## config.mk

```make
export PLATFORM = sky130hd
export DESIGN_NAME = lane_locator_unit
export DESIGN_NICKNAME = d
export VERILOG_FILES = /design/src/rtl/lloc_pkg.sv /design/src/rtl/lloc_div.sv /design/src/rtl/lloc_front.sv /design/src/rtl/lloc_back.sv /design/src/rtl/lane_locator_unit.sv
export SDC_FILE = /design/constraint.sdc
export NUM_CORES = 2
export LEC_CHECK = 0
export BUFFER_PORTS_ARGS = -buffer_cell sky130_fd_sc_hd__buf_4
export CORE_ASPECT_RATIO = 0.9
export CORE_UTILIZATION = 59
export CTS_BUF_LIST = sky130_fd_sc_hd__clkbuf_4
export DETAILED_ROUTE_END_ITERATION = 8
export PLACE_DENSITY = 0.87
export SYNTH_ARGS = -nofsm -noshare
export SYNTH_HDL_FRONTEND = slang
export SYNTH_SLANG_ARGS = --single-unit
```

## constraint.sdc

```tcl
create_clock -name clk -period 6.9 [get_ports clk]
set_input_delay 2.07 -clock clk [delete_from_list [all_inputs] [get_ports clk]]
set_output_delay 2.07 -clock clk [all_outputs]
set_load 0.02 [all_outputs]
```

## src/rtl/lloc_pkg.sv

```systemverilog
// Shared constants for the lane locator.
`default_nettype none
package lloc_pkg;
	localparam int FRAC_BITS = 8;
	localparam int HALF_Q8 = 128;
	localparam int IDX_W = 3;
	localparam int TYPE_W = 8;
	localparam int LANE_W = 4;
	localparam int WIDTH_W = 16;
	localparam int LTYPE_W = 9;
	localparam int LC_W = 4;
	localparam int ROI_W = 12;
	localparam int CFG_IDX_W = 2;
	localparam int CFG_DATA_W = 12;

	localparam logic KIND_LOAD = 1'b0;
	localparam logic KIND_QUERY = 1'b1;

	localparam logic [CFG_IDX_W-1:0] CFG_LINE_COUNT = 2'd0;
	localparam logic [CFG_IDX_W-1:0] CFG_ROI_LEFT = 2'd1;
	localparam logic [CFG_IDX_W-1:0] CFG_ROI_TOP = 2'd2;

	localparam logic [LC_W-1:0] LINE_COUNT_RST = 4'd2;

	// handshake between the request queue and the line walker
	typedef struct packed {
		logic valid;
		logic pop;
	} q_ctl_t;
endpackage
`default_nettype wire

```

## src/rtl/lloc_div.sv

```systemverilog
// Iterative signed divider, one quotient bit per cycle, truncating toward zero.
`default_nettype none
module lloc_div #(
	parameter int NW = 20,
	parameter int DW = 12
) (
	input  wire logic                clk,
	input  wire logic                arst_n,
	input  wire logic                start,
	input  wire logic signed [NW:0]  num,
	input  wire logic signed [DW:0]  den,
	output logic                     done,
	output logic signed [NW:0]       quo
);
	localparam int CW = $clog2(NW + 1);

	logic [NW-1:0] acc_q;
	logic [DW-1:0] dmag_q;
	logic [DW:0]   rem_q;
	logic          neg_q;
	logic          run_q;
	logic [CW-1:0] cnt_q;

	logic [NW:0]   num_abs;
	logic [DW:0]   den_abs;
	logic [DW+1:0] rem_sh;
	logic          fits;

	assign num_abs = num[NW] ? (NW+1)'(0) - num : num;
	assign den_abs = den[DW] ? (DW+1)'(0) - den : den;
	assign rem_sh = {rem_q, acc_q[NW-1]};
	assign fits = rem_sh >= (DW+2)'(dmag_q);

	always_ff @(posedge clk or negedge arst_n) begin
		if (!arst_n) begin
			run_q <= 1'b0;
			done <= 1'b0;
			cnt_q <= '0;
		end else begin
			done <= 1'b0;
			if (start) begin
				run_q <= 1'b1;
				cnt_q <= CW'(NW);
			end else if (run_q) begin
				cnt_q <= cnt_q - 1'b1;
				if (cnt_q == CW'(1)) begin
					run_q <= 1'b0;
					done <= 1'b1;
				end
			end
		end
	end

	always_ff @(posedge clk) begin
		if (start) begin
			acc_q <= num_abs[NW-1:0];
			dmag_q <= den_abs[DW-1:0];
			rem_q <= '0;
			neg_q <= num[NW] ^ den[DW];
		end else if (run_q) begin
			// shift in the next dividend bit, subtract when it fits
			rem_q <= fits ? (DW+1)'(rem_sh - (DW+2)'(dmag_q)) : rem_sh[DW:0];
			acc_q <= {acc_q[NW-2:0], fits};
		end
	end

	assign quo = neg_q ? (NW+1)'(0) - {1'b0, acc_q} : {1'b0, acc_q};
endmodule
`default_nettype wire

```

## src/rtl/lloc_front.sv

```systemverilog
// Request intake: classify, drop out-of-range loads, queue the rest.
`default_nettype none
module lloc_front #(
	parameter int MAX_LINES = 8,
	parameter int COORD_BITS = 12
) (
	input  wire logic clk,
	input  wire logic arst_n,
	input  wire logic start,
	output logic      busy,
	input  wire logic kind,
	input  wire logic [lloc_pkg::IDX_W-1:0]  line_index,
	input  wire logic [COORD_BITS-1:0]       top_x,
	input  wire logic [COORD_BITS-1:0]       top_y,
	input  wire logic [COORD_BITS-1:0]       bottom_x,
	input  wire logic [COORD_BITS-1:0]       bottom_y,
	input  wire logic [lloc_pkg::TYPE_W-1:0] line_type,
	input  wire logic [COORD_BITS-1:0]       point_x,
	input  wire logic [COORD_BITS-1:0]       point_y,
	output logic [1+lloc_pkg::IDX_W+6*COORD_BITS+lloc_pkg::TYPE_W-1:0] q_item,
	output lloc_pkg::q_ctl_t                 q_ctl_out,
	input  wire logic                        q_pop
);
	localparam int ITEM_W = 1 + lloc_pkg::IDX_W + 6*COORD_BITS + lloc_pkg::TYPE_W;

	logic [ITEM_W-1:0] slot_q [2];
	logic              wr_ptr_q, rd_ptr_q;
	logic [1:0]        cnt_q;
	logic              drop, push, pop;

	assign busy = cnt_q == 2'd2;
	assign drop = (kind == lloc_pkg::KIND_LOAD) && (32'(line_index) >= MAX_LINES);
	assign push = start && !busy && !drop;
	assign pop = q_pop && (cnt_q != 2'd0);

	always_ff @(posedge clk or negedge arst_n) begin
		if (!arst_n) begin
			wr_ptr_q <= 1'b0;
			rd_ptr_q <= 1'b0;
			cnt_q <= 2'd0;
		end else begin
			if (push) wr_ptr_q <= !wr_ptr_q;
			if (pop) rd_ptr_q <= !rd_ptr_q;
			cnt_q <= cnt_q + {1'b0, push} - {1'b0, pop};
		end
	end

	always_ff @(posedge clk) begin
		if (push) begin
			slot_q[wr_ptr_q] <= {kind, line_index, top_x, top_y, bottom_x, bottom_y,
				line_type, point_x, point_y};
		end
	end

	assign q_item = slot_q[rd_ptr_q];
	assign q_ctl_out.valid = cnt_q != 2'd0;
	assign q_ctl_out.pop = pop;
endmodule
`default_nettype wire

```

## src/rtl/lloc_back.sv

```systemverilog
// Line table and line walker: evaluates lines one at a time on a shared divider.
`default_nettype none
module lloc_back #(
	parameter int MAX_LINES = 8,
	parameter int COORD_BITS = 12
) (
	input  wire logic clk,
	input  wire logic arst_n,
	input  wire logic [1+lloc_pkg::IDX_W+6*COORD_BITS+lloc_pkg::TYPE_W-1:0] q_item,
	input  wire lloc_pkg::q_ctl_t                q_ctl_in,
	output logic                                 q_pop,
	input  wire logic [lloc_pkg::LC_W-1:0]       line_count,
	input  wire logic [lloc_pkg::ROI_W-1:0]      roi_left,
	input  wire logic [lloc_pkg::ROI_W-1:0]      roi_top,
	output logic                                 done,
	output logic [lloc_pkg::LANE_W-1:0]          lane_number,
	output logic [lloc_pkg::WIDTH_W-1:0]         lane_width,
	output logic [lloc_pkg::LTYPE_W-1:0]         lane_type
);
	localparam int C = COORD_BITS;
	localparam int IW = $clog2(MAX_LINES);
	localparam int PXW = ((C > lloc_pkg::ROI_W) ? C : lloc_pkg::ROI_W) + 1;
	localparam int NW = C + lloc_pkg::FRAC_BITS;
	localparam int PW = NW + 1 + PXW + 1;
	localparam int XW = PW + 2;
	localparam int F = lloc_pkg::FRAC_BITS;
	localparam int TW = lloc_pkg::TYPE_W;

	localparam logic [2:0] ST_IDLE = 3'd0;
	localparam logic [2:0] ST_FETCH = 3'd1;
	localparam logic [2:0] ST_SETUP = 3'd2;
	localparam logic [2:0] ST_DIV = 3'd3;
	localparam logic [2:0] ST_MUL = 3'd4;
	localparam logic [2:0] ST_ADD = 3'd5;
	localparam logic [2:0] ST_CHECK = 3'd6;
	localparam logic [2:0] ST_OUT = 3'd7;

	logic          h_kind;
	logic [lloc_pkg::IDX_W-1:0] h_idx;
	logic [C-1:0]  h_tx, h_ty, h_bx, h_by, h_px, h_py;
	logic [TW-1:0] h_type;
	assign {h_kind, h_idx, h_tx, h_ty, h_bx, h_by, h_type, h_px, h_py} = q_item;

	logic [C-1:0]  tab_tx [MAX_LINES];
	logic [C-1:0]  tab_ty [MAX_LINES];
	logic [C-1:0]  tab_bx [MAX_LINES];
	logic [C-1:0]  tab_by [MAX_LINES];
	logic [TW-1:0] tab_type [MAX_LINES];

	logic [2:0]    state_q;
	logic [IW-1:0] i_q, m_q, rd_idx;
	logic          swap_q;
	logic [PXW-1:0] px_q, py_q;
	logic [C-1:0]  ax_q, ay_q, cx_q, cy_q;
	logic [TW-1:0] cur_type_q, prev_type_q;
	logic signed [PXW:0]  row_q;
	logic signed [NW:0]   slope_q;
	logic signed [PW-1:0] prod_q;
	logic signed [XW-1:0] x_q, prev_q, x0_q;
	logic [XW:0]   gap_q;
	logic [lloc_pkg::LANE_W-1:0]  lane_q;
	logic [lloc_pkg::LTYPE_W-1:0] ltype_q;

	logic signed [C:0]  dx_raw, dy_raw, dx, dy;
	logic               div_start, div_done;
	logic signed [NW:0] div_quo;
	logic               found;
	logic signed [XW-1:0] x_int, px_ext;
	logic [XW:0]        w_round;
	logic [4:0]         lc_ext;

	assign rd_idx = swap_q ? IW'(1) : i_q;
	assign dx_raw = $signed({1'b0, cx_q}) - $signed({1'b0, ax_q});
	assign dy_raw = $signed({1'b0, cy_q}) - $signed({1'b0, ay_q});
	assign dx = (dx_raw == '0) ? (C+1)'(1) : dx_raw;
	assign dy = (dy_raw == '0) ? (C+1)'(1) : dy_raw;
	assign div_start = state_q == ST_SETUP;

	lloc_div #(.NW(NW), .DW(C)) u_div (
		.clk(clk), .arst_n(arst_n), .start(div_start),
		.num({dx, {F{1'b0}}}), .den(dy), .done(div_done), .quo(div_quo)
	);

	// x truncated toward zero at or right of the point
	assign x_int = x_q >>> F;
	assign px_ext = $signed({{(XW-PXW){1'b0}}, px_q});
	assign found = x_q[XW-1] ? ((px_q == '0) && (&x_q[XW-1:F]) && (x_q[F-1:0] != '0))
		: (x_int >= px_ext);

	assign w_round = (gap_q + (XW+1)'(lloc_pkg::HALF_Q8)) >> F;
	assign lc_ext = {1'b0, line_count};
	assign q_pop = (state_q == ST_IDLE) && q_ctl_in.valid;

	always_ff @(posedge clk or negedge arst_n) begin
		if (!arst_n) begin
			state_q <= ST_IDLE;
			done <= 1'b0;
		end else begin
			done <= 1'b0;
			unique case (state_q)
				ST_IDLE: begin
					if (q_ctl_in.valid && (h_kind == lloc_pkg::KIND_QUERY)) state_q <= ST_FETCH;
				end
				ST_FETCH: state_q <= ST_SETUP;
				ST_SETUP: state_q <= ST_DIV;
				ST_DIV:   if (div_done) state_q <= ST_MUL;
				ST_MUL:   state_q <= ST_ADD;
				ST_ADD:   state_q <= ST_CHECK;
				ST_CHECK: begin
					if (swap_q) state_q <= ST_OUT;
					else if (found) state_q <= (i_q == '0) ? ST_FETCH : ST_OUT;
					else if (i_q == m_q) state_q <= ST_OUT;
					else state_q <= ST_FETCH;
				end
				ST_OUT: begin
					done <= 1'b1;
					state_q <= ST_IDLE;
				end
				default: state_q <= ST_IDLE;
			endcase
		end
	end

	always_ff @(posedge clk) begin
		unique case (state_q)
			ST_IDLE: begin
				if (q_ctl_in.valid && (h_kind == lloc_pkg::KIND_LOAD)) begin
					tab_tx[IW'(h_idx)] <= h_tx;
					tab_ty[IW'(h_idx)] <= h_ty;
					tab_bx[IW'(h_idx)] <= h_bx;
					tab_by[IW'(h_idx)] <= h_by;
					tab_type[IW'(h_idx)] <= h_type;
				end
				i_q <= '0;
				swap_q <= 1'b0;
				px_q <= PXW'(h_px) + PXW'(roi_left);
				py_q <= PXW'(h_py) + PXW'(roi_top);
				if (lc_ext < 5'd2) m_q <= IW'(1);
				else if (32'(lc_ext) > MAX_LINES) m_q <= IW'(MAX_LINES - 1);
				else m_q <= IW'(lc_ext - 5'd1);
			end
			ST_FETCH: begin
				if (swap_q) begin
					ax_q <= tab_bx[rd_idx];
					ay_q <= tab_by[rd_idx];
					cx_q <= tab_tx[rd_idx];
					cy_q <= tab_ty[rd_idx];
				end else begin
					ax_q <= tab_tx[rd_idx];
					ay_q <= tab_ty[rd_idx];
					cx_q <= tab_bx[rd_idx];
					cy_q <= tab_by[rd_idx];
				end
				cur_type_q <= tab_type[rd_idx];
			end
			ST_SETUP: row_q <= $signed({1'b0, py_q}) - $signed((PXW+1)'(ay_q));
			ST_DIV:   slope_q <= div_quo;
			ST_MUL:   prod_q <= PW'(slope_q * row_q);
			ST_ADD:   x_q <= $signed(XW'({ax_q, {F{1'b0}}})) + XW'(prod_q)
				+ XW'(lloc_pkg::HALF_Q8);
			ST_CHECK: begin
				if (swap_q) begin
					// point left of every line: gap to line one taken from its bottom end
					gap_q <= (x0_q >= x_q) ? (XW+1)'(x0_q - x_q) : (XW+1)'(x_q - x0_q);
					lane_q <= '1;
					ltype_q <= '1;
				end else if (found && (i_q == '0)) begin
					x0_q <= x_q;
					swap_q <= 1'b1;
				end else if (found || (i_q == m_q)) begin
					gap_q <= (x_q >= prev_q) ? (XW+1)'(x_q - prev_q) : (XW+1)'(prev_q - x_q);
					if (found) begin
						lane_q <= lloc_pkg::LANE_W'(i_q - IW'(1));
						ltype_q <= {1'b0, prev_type_q};
					end else begin
						lane_q <= '1;
						ltype_q <= '1;
					end
				end else begin
					prev_q <= x_q;
					prev_type_q <= cur_type_q;
					i_q <= i_q + IW'(1);
				end
			end
			ST_OUT: begin
				lane_number <= lane_q;
				lane_type <= ltype_q;
				if (gap_q == '0) lane_width <= lloc_pkg::WIDTH_W'(1);
				else if (w_round > (XW+1)'(16'hFFFF)) lane_width <= '1;
				else lane_width <= lloc_pkg::WIDTH_W'(w_round);
			end
			default: ;
		endcase
	end
endmodule
`default_nettype wire

```

## src/rtl/lane_locator_unit.sv

```systemverilog
// Lane locator top level: config registers, request queue and line walker.
//
// Usage: software first writes line requests (kind = load), one per boundary
// line, ordered left to right, then issues point queries (kind = query).
// A request is taken when start is high and busy is low. Loads produce no
// result. Each query produces one result, shown on lane_number, lane_width
// and lane_type for exactly one cycle with done high; there is no back
// pressure, so the receiver must take it in that cycle.
// Configuration: cfg_we writes cfg_data into register cfg_index (0 line
// count, 1 roi_left, 2 roi_top) at once; write only while idle.
// A two-entry queue parts intake from the walker, so up to two
// requests are taken while a query is in flight. A query evaluates
// the lines in order, each at most once, on a shared bit-serial divider,
// up to MAX_LINES lines (a point left of all lines takes two).
// Reset clears the queue, the walker and the registers
// (line count 2, offsets 0); the line table holds garbage until loaded.
`default_nettype none
module lane_locator_unit #(
	parameter int MAX_LINES = 8,
	parameter int COORD_BITS = 12
) (
	input  wire logic clk,
	input  wire logic arst_n,
	input  wire logic start,
	output logic      busy,
	input  wire logic kind,
	input  wire logic [lloc_pkg::IDX_W-1:0]  line_index,
	input  wire logic [COORD_BITS-1:0]       top_x,
	input  wire logic [COORD_BITS-1:0]       top_y,
	input  wire logic [COORD_BITS-1:0]       bottom_x,
	input  wire logic [COORD_BITS-1:0]       bottom_y,
	input  wire logic [lloc_pkg::TYPE_W-1:0] line_type,
	input  wire logic [COORD_BITS-1:0]       point_x,
	input  wire logic [COORD_BITS-1:0]       point_y,
	input  wire logic                        cfg_we,
	input  wire logic [lloc_pkg::CFG_IDX_W-1:0]  cfg_index,
	input  wire logic [lloc_pkg::CFG_DATA_W-1:0] cfg_data,
	output logic                             done,
	output logic [lloc_pkg::LANE_W-1:0]      lane_number,
	output logic [lloc_pkg::WIDTH_W-1:0]     lane_width,
	output logic [lloc_pkg::LTYPE_W-1:0]     lane_type
);
	localparam int ITEM_W = 1 + lloc_pkg::IDX_W + 6*COORD_BITS + lloc_pkg::TYPE_W;

	logic [lloc_pkg::LC_W-1:0]  line_count_q;
	logic [lloc_pkg::ROI_W-1:0] roi_left_q, roi_top_q;
	logic [ITEM_W-1:0]          q_item;
	lloc_pkg::q_ctl_t           q_ctl;
	logic                       q_pop;

	// config writes land immediately; unknown indexes are dropped
	always_ff @(posedge clk or negedge arst_n) begin
		if (!arst_n) begin
			line_count_q <= lloc_pkg::LINE_COUNT_RST;
			roi_left_q <= '0;
			roi_top_q <= '0;
		end else if (cfg_we) begin
			unique case (cfg_index)
				lloc_pkg::CFG_LINE_COUNT: line_count_q <= lloc_pkg::LC_W'(cfg_data);
				lloc_pkg::CFG_ROI_LEFT:   roi_left_q <= cfg_data;
				lloc_pkg::CFG_ROI_TOP:    roi_top_q <= cfg_data;
				default: ;
			endcase
		end
	end

	// intake and queue
	lloc_front #(.MAX_LINES(MAX_LINES), .COORD_BITS(COORD_BITS)) u_front (
		.clk(clk), .arst_n(arst_n), .start(start), .busy(busy), .kind(kind),
		.line_index(line_index), .top_x(top_x), .top_y(top_y),
		.bottom_x(bottom_x), .bottom_y(bottom_y), .line_type(line_type),
		.point_x(point_x), .point_y(point_y),
		.q_item(q_item), .q_ctl_out(q_ctl), .q_pop(q_pop)
	);

	// table and walker
	lloc_back #(.MAX_LINES(MAX_LINES), .COORD_BITS(COORD_BITS)) u_back (
		.clk(clk), .arst_n(arst_n), .q_item(q_item), .q_ctl_in(q_ctl), .q_pop(q_pop),
		.line_count(line_count_q), .roi_left(roi_left_q), .roi_top(roi_top_q),
		.done(done), .lane_number(lane_number), .lane_width(lane_width),
		.lane_type(lane_type)
	);
endmodule
`default_nettype wire

```

==> metrics.txt <==
post-synthesis mux area share=0.0447; crit path max fanout=16; period utilization=0.970; Req. time, crit path=around 8 ns; startpoint class of the critical path=register; portion of synthesized cell area occupied by the leading cell type=0.472; # IOs=about 130; standard cell core area=108000 µm²; H-tree level count=5; antenna violation net count after detailed routing=0; per-instance average area after synthesis=11.6 µm²; setup repair after global routing missed its margin=true; overall track demand over capacity in global routing=0.323; async set-reset flop share out of synthesis=0.0405; x dimension of the die=349 µm; first-pass GRT wire length=~270 mm; leading cell types in the layout, fill and taps excluded=sky130_fd_sc_hd__edfxtp_1 (1007), sky130_fd_sc_hd__inv_1 (562), sky130_fd_sc_hd__a21oi_1 (452); share of final-layout standard cells stronger than drive strength 1=0.154; upper clock frequency limit=about 150 MHz; clock period minus worst slack=6.69 ns; Area contributors post-synth=sky130_fd_sc_hd__edfxtp_1 (47%), sky130_fd_sc_hd__fa_1 (9.1%), sky130_fd_sc_hd__ha_1 (6.6%), sky130_fd_sc_hd__a21oi_1 (3.6%), sky130_fd_sc_hd__inv_1 (3.3%); setup skew after layout=0.107 ns; share of the synthesized area in compound gates (AO/OA/AOI/OAI)=0.125; clock-pin slew on the worst setup and hold paths=0.06 ns; worst slack at placement=-0.0625 ns; number of standard-cell rows in the floorplan=114; area of the mapped netlist=approximately 64000 µm²; critical path data arrival time=~7.6 ns; total die area=110000 µm²; most frequently used flop master after synthesis=sky130_fd_sc_hd__edfxtp_1; Hold Path Class=register to register; Yosys cell types=96; number of maximum-capacitance violations=0; sequential element share of the synthesized area=0.493; area added between synthesis and finish=9.90%; synthesized net count=6250; actual transition at the worst max-transition pin=1.31 ns; Synth Register Bits=around 1100; cell chosen for the clock root=sky130_fd_sc_hd__clkbuf_4; overall via count from detail_route=46261; TritonCTS clock tree=done; detailed placer's ending HPWL=roughly 120 mm; final worst-path setup slack=0.210 ns; Routed Wire Length=178 mm; biggest area consumer among synthesized cells=sky130_fd_sc_hd__edfxtp_1; Hold Violations, Final=0; Post-Synth Adder-Cell Area=0.157; combinational family with the most area after synthesis=adder cells; sort of element at the end of the critical path=register; number of endpoints failing setup at the final stage=0; Cell Count Post-Placement=6960; synthesized-area fraction occupied by and/or/nand/nor cells=0.0966; Final Non-Filler Cells=7436; detailed-routing iteration count for the pre-antenna-repair pass=7; via count of the first global-routing pass=46441; result of the run=finished clean; latest clock arrival within the worst-skew pair=1.24 ns; post-DR vias/cell=approximately 6.2; wire per inst=between 20 and 25 µm; initial cell density of the core=0.596; Net count, final=6540; Layout fillers=7651; TritonCTS Buffers=278; relative max-transition margin=0.127; Residual DRC=0; Vert. Die Dim=315 µm; classification of the worst setup path=register to register; number of antenna violations at the first check in global routing=5; clk buf depth=4; count of pins over their slew limit=0; fraction of synthesized cell area in xor and xnor cells=0.0358; sink count of the clock tree=1063; violation count after the first detailed-route iteration=around 5000; grt total ovfl=0; buffers added on ports=132; Post-synth EDFFs=1007; count of mapped cells out of synthesis=about 5500; final core utilization=0.655; GPL Wtd Cong=1.02; Hold Worst Slack=0.424 ns; pin count of the biggest net entering global routing=just under 90; count of synthesis-stage warnings from yosys=0; most common cell after layout, fill and taps aside=sky130_fd_sc_hd__edfxtp_1
per-layer routing:
| layer | part of all wire | track usage | routed length [µm] |
|---|---|---|---|
| met5 | 0.00011 | 0 | 20 |
| met4 | 0.049 | 0.158 | 8650 |
| met3 | 0.091 | 0.0581 | 16300 |
| met1 | 0.38 | 0.414 | 67600 |
| met2 | 0.48 | 0.533 | 85700 |
synth_stat cells, types with 24 or more instances:
| master | instances |
|---|---|
| sky130_fd_sc_hd__edfxtp_1 | 1007 |
| sky130_fd_sc_hd__inv_1 | 564 |
| sky130_fd_sc_hd__a21oi_1 | 455 |
| sky130_fd_sc_hd__nand2_1 | 437 |
| sky130_fd_sc_hd__ha_1 | 339 |
| sky130_fd_sc_hd__fa_1 | 290 |
| sky130_fd_sc_hd__nor2_1 | 262 |
| sky130_fd_sc_hd__o21ai_0 | 228 |
| sky130_fd_sc_hd__clkbuf_1 | 203 |
| sky130_fd_sc_hd__xnor2_1 | 177 |
| sky130_fd_sc_hd__a21o_1 | 152 |
| sky130_fd_sc_hd__and2_1 | 144 |
| sky130_fd_sc_hd__nor3_1 | 112 |
| sky130_fd_sc_hd__mux2_2 | 110 |
| sky130_fd_sc_hd__xor2_1 | 85 |
| sky130_fd_sc_hd__o211ai_1 | 66 |
| sky130_fd_sc_hd__nand4_1 | 64 |
| sky130_fd_sc_hd__o22a_1 | 57 |
| sky130_fd_sc_hd__mux4_2 | 56 |
| sky130_fd_sc_hd__nand3_1 | 54 |
| sky130_fd_sc_hd__o21bai_1 | 52 |
| sky130_fd_sc_hd__dfrtp_1 | 42 |
| sky130_fd_sc_hd__nand2b_1 | 38 |
| sky130_fd_sc_hd__nor2b_1 | 38 |
| sky130_fd_sc_hd__a211oi_1 | 35 |
| sky130_fd_sc_hd__mux2i_1 | 35 |
| sky130_fd_sc_hd__o21a_1 | 35 |
| sky130_fd_sc_hd__a31oi_1 | 32 |
| sky130_fd_sc_hd__and3_1 | 24 |
state kept, by name, indices dropped and copies added, names as in the netlist, 35 cells and up:
| name | cells |
|---|---|
| u_front.slot_q | 168 |
| u_back.tab_bx | 96 |
| u_back.tab_by | 96 |
| u_back.tab_tx | 96 |
| u_back.tab_ty | 96 |
| u_back.tab_type | 64 |
| u_back.gap_q | 38 |
| u_back.prev_q | 37 |
| u_back.x0_q | 37 |
| u_back.x_q | 37 |
| u_back.prod_q | 35 |
layout make-up:
| type | instances | area (µm²) | area share |
|---|---|---|---|
| well taps | 1450 | 1810 | 0.0258 |
| flip-flops and latches | 1063 | 31600 | 0.448 |
| clock buffers | 390 | 2930 | 0.0416 |
| repair buffers | 258 | 1990 | 0.0282 |
| diodes | 8 | 20.0 | 0.000284 |
| multi-input cells | 3641 | 29700 | 0.421 |
| inverters | 567 | 2130 | 0.0303 |
| clock inverters | 59 | 310 | 0.00441 |
final timing paths:
kind | from | end | slack [ns] | cells after the start
worst max-delay path | u_back.row_q[12]$_DFFE_PP_ | u_back.prod_q[32]$_DFFE_PP_ | 0.21 | 21
worst min-delay path | u_back.ltype_q[2]$_SDFFCE_PP1P_ | u_back.lane_type[2]$_DFFE_PP_ | 0.42 | 0
worst max register to register | u_back.row_q[12]$_DFFE_PP_ | u_back.prod_q[32]$_DFFE_PP_ | 0.21 | 21
worst min register to register | u_back.ltype_q[2]$_SDFFCE_PP1P_ | u_back.lane_type[2]$_DFFE_PP_ | 0.42 | 0
max in group asynchronous | arst_n | u_back.u_div.cnt_q[1]$_DFFE_PN0P_ | 5.50 | 1
min in group asynchronous | arst_n | line_count_q[0]$_DFFE_PN0P_ | 0.89 | 1
critical path, cell delays in order (launching register included):
cell                        delay (ns)
sky130_fd_sc_hd__edfxtp_1         0.46
sky130_fd_sc_hd__buf_4            0.24
sky130_fd_sc_hd__and2_1           0.17
sky130_fd_sc_hd__fa_1             0.55
sky130_fd_sc_hd__fa_1             0.53
sky130_fd_sc_hd__fa_1             0.52
sky130_fd_sc_hd__fa_1             0.52
sky130_fd_sc_hd__fa_1             0.54
sky130_fd_sc_hd__inv_1            0.06
sky130_fd_sc_hd__fa_1             0.53
sky130_fd_sc_hd__inv_1            0.05
sky130_fd_sc_hd__ha_1             0.33
sky130_fd_sc_hd__nand4_1          0.15
sky130_fd_sc_hd__nand2b_1         0.20
sky130_fd_sc_hd__or4_4            0.45
sky130_fd_sc_hd__a31oi_4          0.23
sky130_fd_sc_hd__o31ai_4          0.12
sky130_fd_sc_hd__o2111ai_2        0.23
sky130_fd_sc_hd__a21oi_2          0.10
sky130_fd_sc_hd__nor2_2           0.14
sky130_fd_sc_hd__mux2i_1          0.26
sky130_fd_sc_hd__a221oi_2         0.05
repair_timing:
action | 4_1_cts | 5_1_grt
resized for setup | 1 | 37
setup endpoints to repair | 2 | 6
hold buffers | 0 | 0
hold endpoints to repair | 0 | 0
pin swaps | 0 | 12
buffers inserted | 2 | 17
through the flow:
step / TNS, ns / instance area (µm²)
floorplan: 0 / 64100
global placement: -0.0181 / 66900
global route: -0.0689 / 70400
detailed placement: -0.0892 / 66900
finish: 0 / 70400
CTS: 0 / 70100
logic make-up (layout without fill, tap and decap cells):
logic type | after synthesis | in the layout
multiplexers | 202 | 202
adder cells (fa/ha/maj) | 630 | 630
AND/OR/NAND/NOR | 1286 | 1286
flip-flops | 1063 | 1063
AO/OA/AOI/OAI | 1261 | 1261
buffers and inverters | 815 | 1274
XOR/XNOR | 262 | 262
other | 0 | 8
Power is left out: the tool's default activity adds up to more than one toggle a clock period on the data nets, which glitch-free logic cannot reach.
